File: src/hw/rtl/bae_pkg.sv
package bae_pkg;

	localparam int ATOM_BITS = 8;

	typedef logic [ATOM_BITS-1:0] atom_t;

	localparam logic OP_CLEAR = 1'b0;
	localparam logic OP_ADD   = 1'b1;

	typedef struct packed {
		logic  op;
		atom_t first_atom;
		atom_t second_atom;
	} bae_cmd_t;

	typedef struct packed {
		atom_t end_first;
		atom_t center;
		atom_t end_second;
		logic  angle_valid;
		logic  store_full;
		logic  last;
	} bae_result_t;

	typedef struct packed {
		atom_t first;
		atom_t second;
	} bae_bond_t;

	typedef struct packed {
		logic  hit;
		atom_t end_first;
		atom_t center;
		atom_t end_second;
	} bae_angle_t;

endpackage

File: src/hw/rtl/bae_bond_store.sv
module bae_bond_store import bae_pkg::*; #(
	parameter int DEPTH = 64
) (
	input  logic                     clk,
	input  logic                     we,
	input  logic [$clog2(DEPTH)-1:0] waddr,
	input  bae_bond_t                wdata,
	input  logic [$clog2(DEPTH)-1:0] raddr,
	output bae_bond_t                rdata
);

	bae_bond_t mem [DEPTH];
	bae_bond_t rd_q;

	always_ff @(posedge clk) begin
		if (we) begin
			mem[waddr] <= wdata;
		end
		rd_q <= mem[raddr];
	end

	assign rdata = rd_q;

endmodule

File: src/hw/rtl/bae_match.sv
module bae_match import bae_pkg::*; (
	input  bae_bond_t  stored,
	input  bae_bond_t  fresh,
	output bae_angle_t angle
);

	atom_t p, q, r, s;

	assign p = stored.first;
	assign q = stored.second;
	assign r = fresh.first;
	assign s = fresh.second;

	// rules are tried in priority order, a matching rule with equal far ends gives nothing
	always_comb begin
		angle = '0;
		if (p == r) begin
			if (q != s) begin
				angle = '{hit: 1'b1, end_first: q, center: p, end_second: s};
			end
		end else if (p == s) begin
			if (q != r) begin
				angle = '{hit: 1'b1, end_first: q, center: p, end_second: r};
			end
		end else if (q == r) begin
			if (p != s) begin
				angle = '{hit: 1'b1, end_first: p, center: q, end_second: s};
			end
		end else if (q == s) begin
			if (p != r) begin
				angle = '{hit: 1'b1, end_first: p, center: q, end_second: r};
			end
		end
	end

endmodule

File: src/hw/rtl/bond_angle_enumerator.sv
// channel   ports                   handshake
// command   cmd (bae_cmd_t)         taken at clk edge with start high and busy low
// result    result (bae_result_t)   one word per cycle where strobe is high, no backpressure
//
// clear, add into a full table and add into an empty table: busy stays low, one word
// appears the cycle after acceptance. add with n stored bonds: busy after acceptance through
// the scan, tail and finish states, with one compare per cycle against the bond table
// read port. a result word is held in pend_q until a later hit or the finish state, then registered.
// arst_n empties the table (count only); table contents need no clearing.
module bond_angle_enumerator import bae_pkg::*; #(
	parameter int MAX_BONDS = 64
) (
	input  logic        clk,
	input  logic        arst_n,
	input  logic        start,
	output logic        busy,
	input  bae_cmd_t    cmd,
	output logic        strobe,
	output bae_result_t result
);

	localparam int IDX_W = $clog2(MAX_BONDS);
	localparam int CNT_W = $clog2(MAX_BONDS + 1);

	typedef enum logic [3:0] {
		S_IDLE   = 4'b0001,
		S_SCAN   = 4'b0010,
		S_TAIL   = 4'b0100,
		S_FINISH = 4'b1000
	} state_t;

	state_t             state_q;
	logic [CNT_W-1:0]   count_q;
	logic [IDX_W-1:0]   idx_q;
	logic [IDX_W-1:0]   last_idx_q;
	bae_bond_t          new_q;
	bae_angle_t         pend_q;
	logic               rd_vld_s1;
	logic               rd_last_s1;
	logic               strobe_q;
	bae_result_t        result_q;

	logic               accept;
	logic               full;
	logic               we;
	bae_bond_t          wdata;
	bae_bond_t          rdata;
	bae_angle_t         angle;

	assign accept = start && (state_q == S_IDLE);
	assign full   = count_q >= CNT_W'(MAX_BONDS);
	assign we     = accept && (cmd.op == OP_ADD) && !full;
	assign wdata  = '{first: cmd.first_atom, second: cmd.second_atom};

	bae_bond_store #(.DEPTH(MAX_BONDS)) u_store (
		.clk   (clk),
		.we    (we),
		.waddr (count_q[IDX_W-1:0]),
		.wdata (wdata),
		.raddr (idx_q),
		.rdata (rdata)
	);

	bae_match u_match (
		.stored (rdata),
		.fresh  (new_q),
		.angle  (angle)
	);

	always_ff @(posedge clk or negedge arst_n) begin
		if (!arst_n) begin
			state_q    <= S_IDLE;
			count_q    <= '0;
			pend_q     <= '0;
			rd_vld_s1  <= 1'b0;
			rd_last_s1 <= 1'b0;
			strobe_q   <= 1'b0;
			result_q   <= '0;
			new_q      <= '0;
			idx_q      <= '0;
			last_idx_q <= '0;
		end else begin
			strobe_q  <= 1'b0;
			rd_vld_s1 <= 1'b0;

			// one hit is held back so the final one can carry last
			if (rd_vld_s1 && angle.hit) begin
				if (pend_q.hit) begin
					strobe_q <= 1'b1;
					result_q <= '{end_first: pend_q.end_first, center: pend_q.center,
						end_second: pend_q.end_second, angle_valid: 1'b1,
						store_full: 1'b0, last: 1'b0};
				end
				pend_q <= angle;
			end

			unique case (state_q)
				S_IDLE: begin
					if (start) begin
						if (cmd.op == OP_CLEAR) begin
							count_q  <= '0;
							strobe_q <= 1'b1;
							result_q <= '{default: '0, last: 1'b1};
						end else if (full) begin
							strobe_q <= 1'b1;
							result_q <= '{default: '0, store_full: 1'b1, last: 1'b1};
						end else begin
							count_q <= count_q + CNT_W'(1);
							new_q   <= wdata;
							if (count_q == '0) begin
								strobe_q <= 1'b1;
								result_q <= '{default: '0, last: 1'b1};
							end else begin
								idx_q      <= '0;
								last_idx_q <= IDX_W'(count_q - CNT_W'(1));
								pend_q     <= '0;
								state_q    <= S_SCAN;
							end
						end
					end
				end
				S_SCAN: begin
					rd_vld_s1  <= 1'b1;
					rd_last_s1 <= (idx_q == last_idx_q);
					idx_q      <= idx_q + IDX_W'(1);
					if (idx_q == last_idx_q) begin
						state_q <= S_TAIL;
					end
				end
				S_TAIL: begin
					// compare of the newest stored bond happens here
					state_q <= S_FINISH;
				end
				S_FINISH: begin
					strobe_q <= 1'b1;
					if (pend_q.hit) begin
						result_q <= '{end_first: pend_q.end_first, center: pend_q.center,
							end_second: pend_q.end_second, angle_valid: 1'b1,
							store_full: 1'b0, last: 1'b1};
					end else begin
						result_q <= '{default: '0, last: 1'b1};
					end
					state_q <= S_IDLE;
				end
				default: begin
					state_q <= S_IDLE;
				end
			endcase
		end
	end

	assign busy   = (state_q != S_IDLE);
	assign strobe = strobe_q;
	assign result = result_q;

	a_more_follows: assert property (@(posedge clk) disable iff (!arst_n)
		strobe && !result.last |-> busy)
		else $error("non-final word while sequencer idle");

	a_status_is_last: assert property (@(posedge clk) disable iff (!arst_n)
		strobe && !result.angle_valid |-> result.last)
		else $error("status word without last");

	a_angle_not_full: assert property (@(posedge clk) disable iff (!arst_n)
		strobe && result.angle_valid |-> !result.store_full)
		else $error("angle word flagged full");

	a_count_range: assert property (@(posedge clk) disable iff (!arst_n)
		count_q <= CNT_W'(MAX_BONDS))
		else $error("bond count beyond table depth");

	a_tail_compares: assert property (@(posedge clk) disable iff (!arst_n)
		state_q == S_TAIL |-> rd_vld_s1 && rd_last_s1)
		else $error("tail state without final compare");

endmodule

File: config.mk
export PLATFORM = sky130hd
export DESIGN_NAME = bond_angle_enumerator
export DESIGN_NICKNAME = d
export VERILOG_FILES = /design/src/hw/rtl/bae_pkg.sv /design/src/hw/rtl/bae_bond_store.sv /design/src/hw/rtl/bae_match.sv /design/src/hw/rtl/bond_angle_enumerator.sv
export SDC_FILE = /design/constraint.sdc
export NUM_CORES = 1
export LEC_CHECK = 0
export BUFFER_PORTS_ARGS = -buffer_cell sky130_fd_sc_hd__buf_2
export CAP_MARGIN = 10
export CORE_MARGIN = 3
export CORE_UTILIZATION = 40
export CTS_CLUSTER_SIZE = 25
export DETAILED_ROUTE_END_ITERATION = 8
export SLEW_MARGIN = 25
export SYNTH_ARGS = -nofsm -noshare
export SYNTH_HDL_FRONTEND = slang
export SYNTH_SLANG_ARGS = --single-unit
File: constraint.sdc
create_clock -name clk -period 8.8 [get_ports clk]
set_input_delay 1.32 -clock clk [delete_from_list [all_inputs] [get_ports clk]]
set_output_delay 1.32 -clock clk [all_outputs]
set_load 0.005 [all_outputs]
==> results.sh, run 1 <==
export IMPL_outcome="complete, no violations"
export IMPL_synth_main_ff_cell="edfxtp_1"
export IMPL_grt_antenna_before_repair=2
export IMPL_first_pass_iters=6
export IMPL_syn_to_final_growth_pct=13.3
export IMPL_dpl_cell_area_um2=46300
export IMPL_cts_tree="built"
export IMPL_avgViaCountPerCell=5.69
export IMPL_clk_latency_ns=0.68
export IMPL_syn_nets=2068
export IMPL_setup_tns_final_ns=0
export IMPL_min_period_ns=3.94
export IMPL_grt_overflow_total=0
export IMPL_worst_pin_slew_ns=1.03
export IMPL_root_buffer="clkbuf_16"
export IMPL_grt_max_degree=133
export IMPL_finalWirelength_um=100000
export IMPL_postRouteAntennaNets=0
export IMPL_place_congestion=0.852
export IMPL_synth_avg_cell_area_um2=21.5
export IMPL_boundaryPins=49
export IMPL_layout_nets=2188
export IMPL_drive_gt1_frac=0.297
export IMPL_netlist_instances=2045
export IMPL_max_slew_margin=0.310
export IMPL_vias=20900
export IMPL_io_buffers=48
export IMPL_setup_viol=0
export IMPL_synth_distinct_cells=52
export IMPL_cp_data_arrival_time_ns=4.47
export IMPL_final_area_um2=49900
export IMPL_dp_hpwl_um=57900
export IMPL_place_inst=3466
export IMPL_cts_buffers_inserted=110
export IMPL_synth_area_leader_cell="edfxtp_1"
export IMPL_start_util=0.404
export IMPL_grt_pass1_vias=21200
export IMPL_cts_max_path_buffers=3
export IMPL_cts_resized=0
export IMPL_async_flop_share=0.0821
export IMPL_synth_area_leaders="edfxtp_1 70%, mux4_2 16%, dfrtp_1 5.2%"
export IMPL_die_area_um2=114000
export IMPL_yosysWarningCount=0
export IMPL_end_kind="flip-flop"
export IMPL_worstSetupStartpointType="flip-flop"
export IMPL_worst_slack_ns=4.86
export IMPL_die_y_um=338
export IMPL_p_total_mw=12.6
export IMPL_rows=121
export IMPL_hold_viol=0
export IMPL_fp_coreArea_um2=109000
export IMPL_netlist_area_um2=44000
export IMPL_fin_crit_sh=0.448
export IMPL_cp_max_fo=78
export IMPL_ys_ff_latch=1133
export IMPL_yosysMostFrequentCell="edfxtp_1"
export IMPL_maxSlewViolCount=0
export IMPL_timing_clock_skew_ns=0.0281
export IMPL_final_cells=3671
export IMPL_synth_top_area_frac=0.698
export IMPL_drv_cap=0
export IMPL_clk_pin_slew_ns=0.06
export IMPL_cts_sinks=1133
export IMPL_critical_path_class="reg -> reg"
export IMPL_post_cts_setup_buffers=0
export IMPL_p_leak_nw=15.6
export IMPL_yosysSeqAreaShare=0.759
export IMPL_r2r_slack_ns=4.86
export IMPL_hold_slack_ns=0.493
export IMPL_ys_top_cells_by_count="1024 x edfxtp_1, 320 x mux4_2, 95 x nand2_1"
export IMPL_grtUsageTotal=0.178
export IMPL_drc=0
export IMPL_rsz0062_at_grt="no"
export IMPL_fin_util=0.458
export IMPL_power_density_nw_per_um2=253
export IMPL_die_w_um=338
export IMPL_hold_buffers=0
export IMPL_hp_class="reg -> reg"
export IMPL_htreeDepth=3
export IMPL_clock_fmax_mhz=254
export IMPL_cp_required_ns=9.33
export IMPL_ir_worst_vdd_mv=0.154
export IMPL_place_ws_ns=4.81
export IMPL_grt_first_pass_wirelength_um=148000
export IMPL_synth_edf_count=1024
export IMPL_routedWlPerCell_um=27.3
export IMPL_drtIter0Drc=2080
## layout by cell type, fill, tap and decap left out, types with 6 or more instances in the layout
cell type and n:
dfrtp_1 88, or3_1 9, buf_4 78, clkinv_1 23, dfxtp_1 16, a211oi_1 7
edfxtp_1 1024, buf_2 47, clkbuf_16 116, a21oi_1 7, nand2_1 95, mux4_2 320
clkbuf_1 21, xnor2_1 15, clkbuf_8 7, xor2_1 30, bufinv_16 6, clkinv_2 20
nor4_2 9, nor3_1 9, inv_1 8, nand3_1 14, nor2_1 75, a22oi_1 57
a211oi_2 13, o21ai_0 13, nor2_4 9, a22o_1 33, nor2_2 9
## report_power, final
part           leakage (nW)  internal (mW)  switching [mW]
combinational          3.34          0.802           0.935
sequential             10.6           6.03           0.298
clock                  1.73           2.63            1.94
total                  15.6           9.47            3.17
## final cells by class
cell class                 instances  area [um2]
multi-input combinational        781       10200
timing repair buffer             130         920
sequential                      1133       33400
fill                            9015       59100
clock inverter                    58         450
clock buffer                     145        3090
antenna                            1        2.50
tap                             1414        1770
inverter                           9        33.8
## kinds of logic after synthesis
family,share of synthesized area
flops,0.759
mux,0.164
simple gates,0.0267
compound gates,0.0284
buf+inv,0.0126
xor+xnor,0.00895
fa+ha+maj,0.000853
## final timing paths
kind	startpoint	to	cells past startpoint
max in group asynchronous	arst_n	idx_q[2]	2
worst max-delay path	idx_q[0]	u_store.rdata[0]	6
worst max register to register	idx_q[0]	u_store.rdata[0]	6
min in group asynchronous	arst_n	pend_q[9]	1
worst min-delay path	result[12]	result[12]	1
worst min register to register	result[12]	result[12]	1
## registers in the layout, indices dropped and copies added (netlist names)
| signal | count |
|---|---|
| count_q | 7 |
| idx_q | 6 |
| last_idx_q | 6 |
| new_q | 16 |
| pend_q | 25 |
| rd_vld_s1 | 1 |
| result | 27 |
| state_q | 4 |
| strobe | 1 |
| u_store.mem | 1024 |
| u_store.rdata | 16 |
## critical path, stage by stage, from the launching register on
cell and delay, ns:
dfrtp_4 0.94, buf_12 0.37, buf_16 0.47, mux4_2 0.64, mux4_2 0.54, a22oi_1 0.58
nand2_1 0.12
## metal layers
metal / GRT usage / wire length (um)
met5: 0 / 13
met3: 0.0340 / 7390
met4: 0.0619 / 2970
met2: 0.269 / 46200
met1: 0.260 / 43600
No activity file was read; power rests on OpenSTA's default activity.
==> run 2, diff against run 1 <==
==> constraint.sdc (replaced) <==
create_clock -name clk -period 3.7 [get_ports clk]
set_input_delay 0.555 -clock clk [delete_from_list [all_inputs] [get_ports clk]]
set_output_delay 0.555 -clock clk [all_outputs]
set_load 0.005 [all_outputs]
==> results.sh, run 2 (synthesis gave the netlist of run 1 again) <==
export IMPL_outcome="complete, no violations"
export IMPL_p_leak_nw=16.0
export IMPL_hp_class="in -> reg"
export IMPL_grt_overflow_total=0
export IMPL_drtIter0Drc=2290
export IMPL_worstHoldStart="cmd[16]"
export IMPL_cts_max_path_buffers=3
export IMPL_cts_tree="built"
export IMPL_ir_worst_vdd_mv=0.431
export IMPL_finalWirelength_um=105000
export IMPL_drv_cap=0
export IMPL_grt_antenna_before_repair=3
export IMPL_timing_rr_start="idx_q[1]"
export IMPL_layout_nets=2233
export IMPL_avgViaCountPerCell=5.72
export IMPL_cpMaxStageDelayCell="dfrtp_4"
export IMPL_crit_chain="buf_12 -> buf_12 -> mux4_2 -> mux4_2 -> a22oi_1 -> nand2_1"
export IMPL_start_util=0.404
export IMPL_setup_tns_final_ns=0
export IMPL_setup_viol=0
export IMPL_dp_hpwl_um=61700
export IMPL_power_density_nw_per_um2=602
export IMPL_critical_path_max_stage_delay_ns=0.71
export IMPL_place_ws_ns=0.410
export IMPL_routedWlPerCell_um=28.3
export IMPL_syn_to_final_growth_pct=14.5
export IMPL_end_kind="flip-flop"
export IMPL_min_period_ns=3.28
export IMPL_post_cts_setup_buffers=0
export IMPL_grtUsageTotal=0.188
export IMPL_timing_rr_end="u_store.rdata[4]"
export IMPL_maxSlewViolCount=0
export IMPL_drc=0
export IMPL_cp_required_ns=4.21
export IMPL_hold_slack_ns=0.217
export IMPL_worstSetupStartpointType="flip-flop"
export IMPL_fillerInstances=8946
export IMPL_fin_crit_sh=0.886
export IMPL_clk_pin_slew_ns=0.06
export IMPL_clk_latency_ns=0.67
export IMPL_grt_pass1_vias=22200
export IMPL_hold_depth=2
export IMPL_htreeDepth=3
export IMPL_clock_fmax_mhz=305
export IMPL_io_buffers=48
export IMPL_die_y_um=338
export IMPL_boundaryPins=49
export IMPL_cp_data_arrival_time_ns=3.79
export IMPL_r2r_slack_ns=0.42
export IMPL_timing_clock_skew_ns=0.0237
export IMPL_rsz0062_at_grt="no"
export IMPL_die_area_um2=114000
export IMPL_postRouteAntennaNets=0
export IMPL_drive_gt1_frac=0.311
export IMPL_vias=21300
export IMPL_cp_max_fo=49
export IMPL_mostFrequentLayoutCell="edfxtp_1"
export IMPL_critical_path_class="reg -> reg"
export IMPL_first_pass_iters=5
export IMPL_hold_viol=0
export IMPL_root_buffer="clkbuf_16"
export IMPL_fp_coreArea_um2=109000
export IMPL_final_cell_mix="1024 x edfxtp_1, 320 x mux4_2, 117 x buf_4"
export IMPL_cts_buffers_inserted=111
export IMPL_die_w_um=338
export IMPL_max_slew_margin=0.365
export IMPL_grt_first_pass_wirelength_um=154000
export IMPL_worst_pin_slew_ns=0.943
export IMPL_grt_max_degree=66
export IMPL_largest_reg_flops=1024
export IMPL_place_congestion=0.840
export IMPL_rows=121
export IMPL_r2r_cells=6
export IMPL_cts_sinks=1133
export IMPL_hold_path_end="count_q[2]"
export IMPL_worst_slack_ns=0.422
export IMPL_top_register="u_store.mem"
[run 2: cell types whose count changed in the layout (fill, tap and decap cells not counted), moves of 9 or more]
cell	delta
nor2_2	+9
buf_12	+10
clkbuf_1	+10
nor2_4	-9
clkinv_1	-11
buf_4	+39
[run 2: worst max-delay path by stage]
stage | slack (ns) | from | to | cells past startpoint
floorplan | 0.11 | state_q[0] | u_store.mem[33][0] | 6
global placement | 0.39 | idx_q[1] | u_store.rdata[4] | 6
detailed placement | 0.41 | idx_q[1] | u_store.rdata[4] | 6
CTS | 0.41 | idx_q[1] | u_store.rdata[4] | 6
global route | 0.39 | idx_q[1] | u_store.rdata[4] | 6
finish | 0.42 | idx_q[1] | u_store.rdata[4] | 6
[run 2: critical path: cells and delay by family (launching register included)]
kind | cells | cell delay [ns]
DFF | 1 | 0.71
muxes | 2 | 0.94
and+or+nand+nor | 1 | 0.14
buffers and inverters | 2 | 0.68
AOI/OAI and AO/OA | 1 | 0.60
[run 2: cell type report]
type                            instances  area [um2]  area share
Sequential cell                      1133       33400       0.663
Multi-Input combinational cell        781       10200       0.202
Clock buffer                          160        3190      0.0632
Tap cell                             1414        1770      0.0351
Timing Repair Buffer                  174        1360      0.0271
Clock inverter                         45         470     0.00933
Inverter                                9        33.8    0.000670
Antenna cell                            5        12.5    0.000248
[run 2: report_power, final]
part           internal (mW)  total (mW)  switching, mW
Clock                   6.59        11.2           4.60
Combinational           1.98        4.24           2.26
Sequential              14.4        14.9          0.578
Total                   22.9        30.4           7.44
[run 2: timing repair]
| item | CTS | global route |
|---|---|---|
| gates resized for setup | 0 | 0 |
| hold buffers | 1 | 0 |
| hold endpoints to repair | 38 | 0 |
[run 2: per-layer routing]
layer / share of wire / global-route usage / up-vias
met5: 0 / 0 / -
met4: 0.028 / 0.0635 / 0
met3: 0.072 / 0.0428 / 154
met2: 0.48 / 0.298 / 780
met1: 0.42 / 0.259 / 11500
li1: - / - / 8846
[run 2: per-stage QoR]
stage               cell area [um2]  std cells   util  power, mW
floorplan                     44000       2045      -       17.9
global placement              46700       3510  0.429       19.4
detailed placement            46700       3510  0.429       19.5
CTS                           50400       3716  0.462       30.6
global route                  50400       3716  0.462       31.5
finish                        50400       3721  0.463       30.4
==> run 3, diff against run 2 <==
--- a/config.mk
+++ b/config.mk
@@ -11,6 +11,7 @@
 export CORE_UTILIZATION = 40
 export CTS_CLUSTER_SIZE = 25
 export DETAILED_ROUTE_END_ITERATION = 8
+export RECOVER_POWER = 50
 export SLEW_MARGIN = 25
 export SYNTH_ARGS = -nofsm -noshare
 export SYNTH_HDL_FRONTEND = slang
==> results.sh, run 3 (synthesis gave the netlist of run 1 again) <==
export IMPL_rsz0062_at_grt="no"
export IMPL_io_buffers=48
export IMPL_fin_crit_sh=0.884
export IMPL_drv_cap=20
export IMPL_cp_num_buf_inv=2
export IMPL_htreeDepth=3
export IMPL_clk_pin_slew_ns=0.06
export IMPL_rows=121
export IMPL_seq_power_share=0.492
export IMPL_maxSlewViolCount=803
export IMPL_ir_worst_vdd_mv=0.429
export IMPL_p_sw_mw=7.42
export IMPL_setup_tns_final_ns=0
export IMPL_min_period_ns=3.27
export IMPL_routedWlPerCell_um=28.4
export IMPL_p_total_mw=30.3
export IMPL_worstSetupStartpointType="flip-flop"
export IMPL_postRouteAntennaNets=0
export IMPL_r2r_slack_ns=0.43
export IMPL_clock_fmax_mhz=306
export IMPL_crit_path_frequent_cell="mux4_2"
export IMPL_hold_viol=0
export IMPL_drive_gt1_frac=0.290
export IMPL_power_frac_clock=0.368
export IMPL_root_buffer="clkbuf_16"
export IMPL_place_ws_ns=0.410
export IMPL_die_area_um2=114000
export IMPL_largest_reg_flops=1024
export IMPL_outcome="complete, but fails checks"
export IMPL_grt_antenna_before_repair=3
export IMPL_hold_slack_ns=0.223
export IMPL_grtUsageTotal=0.188
export IMPL_power_density_nw_per_um2=603
export IMPL_die_y_um=338
export IMPL_worst_slack_ns=0.429
export IMPL_fp_coreArea_um2=109000
export IMPL_crit_chain="buf_12 -> buf_4 -> mux4_2 -> mux4_2 -> a22oi_1 -> nand2_1"
export IMPL_first_pass_iters=7
export IMPL_end_kind="flip-flop"
export IMPL_cts_sinks=1133
export IMPL_cts_tree="built"
export IMPL_worst_pin_slew_ns=3.13
export IMPL_combPwrFrac=0.139
export IMPL_mostFrequentLayoutCell="edfxtp_1"
export IMPL_post_cts_setup_buffers=0
export IMPL_dpl_cell_area_um2=46700
export IMPL_setup_viol=0
export IMPL_cp_required_ns=4.22
export IMPL_critical_path_max_stage_delay_ns=0.71
export IMPL_timing_clock_skew_ns=0.0241
export IMPL_layout_nets=2233
export IMPL_drc=0
export IMPL_boundaryPins=49
export IMPL_max_slew_margin=-1.09
export IMPL_grt_max_degree=66
export IMPL_place_congestion=0.840
export IMPL_hp_class="in -> reg"
export IMPL_violations="capacitance limit, slew limit"
export IMPL_syn_to_final_growth_pct=14.2
export IMPL_avgViaCountPerCell=5.73
export IMPL_die_w_um=338
export IMPL_cp_max_fo=49
export IMPL_final_area_um2=50300
export IMPL_grt_overflow_total=0
export IMPL_p_int_mw=22.9
export IMPL_finalWirelength_um=106000
export IMPL_vias=21300
export IMPL_p_leak_nw=15.8
export IMPL_grt_first_pass_wirelength_um=154000
export IMPL_clk_latency_ns=0.67
export IMPL_cts_max_path_buffers=3
export IMPL_cpMaxStageDelayCell="dfrtp_4"
export IMPL_cts_buffers_inserted=111
export IMPL_cp_data_arrival_time_ns=3.80
export IMPL_drtIter0Drc=2261
export IMPL_top_register="u_store.mem"
export IMPL_final_cell_mix="1024 x edfxtp_1, 320 x mux4_2, 116 x clkbuf_16"
export IMPL_start_util=0.404
export IMPL_dp_hpwl_um=61700
export IMPL_fillerInstances=8986
export IMPL_cp_top_family="multiplexers"
export IMPL_grt_pass1_vias=22200
export IMPL_critical_path_class="reg -> reg"
export IMPL_switching_share=0.245
run 3: changes by cell type in the layout (fill, tap and decap cells not counted):
cell	before	now
buf_1	0	1
buf_2	43	17
buf_4	117	94
clkbuf_1	31	77
clkbuf_2	0	2
inv_1	8	9
inv_2	1	0
nor4b_1	1	2
nor4b_2	2	1
run 3: path summary, 6_finish.rpt:
path                       startpoint                 to  depth (start not counted)
max                          idx_q[1]  u_store.rdata[13]                          6
min                           cmd[16]         count_q[2]                          2
max reg2reg                  idx_q[1]  u_store.rdata[13]                          6
min reg2reg                result[12]         result[12]                          1
max in group asynchronous      arst_n         result[18]                          3
min in group asynchronous      arst_n          result[3]                          2
run 3: repair_timing:
item,4_1_cts,5_1_grt
resized for setup,0,0
hold buffers,1,0
hold endpoints to repair,38,0
run 3: power by group through the flow:
stage	Clock, mW	Combinational (mW)	Sequential [mW]
final	11.2	4.22	14.9
after global routing	11.9	4.57	15.0
after CTS	11.4	4.29	14.9
after detailed placement	0	4.28	15.2
after global placement	0	4.24	15.2
after floorplan	0	3.07	14.9
run 3: per-stage QoR:
step / util / std cells
finish: 0.461 / 3721
global route: 0.461 / 3716
CTS: 0.462 / 3716
detailed placement: 0.429 / 3510
global placement: 0.429 / 3510
floorplan: - / 2045
run 3: area by class of cell:
cell class	instances	area, um2	area share
Antenna cell	5	12.5	0.000249
Clock buffer	160	3190	0.0633
Clock inverter	45	470	0.00935
Inverter	9	33.8	0.000672
Multi-Input combinational cell	781	10200	0.202
Sequential cell	1133	33400	0.664
Tap cell	1414	1770	0.0352
Timing Repair Buffer	174	1250	0.0248
run 3: per-layer routing:
metal	part of all wire	track usage	vias up
met5	0	0	-
met1	0.42	0.259	11500
met4	0.031	0.0635	0
met2	0.48	0.298	802
met3	0.076	0.0428	158
li1	-	-	8850
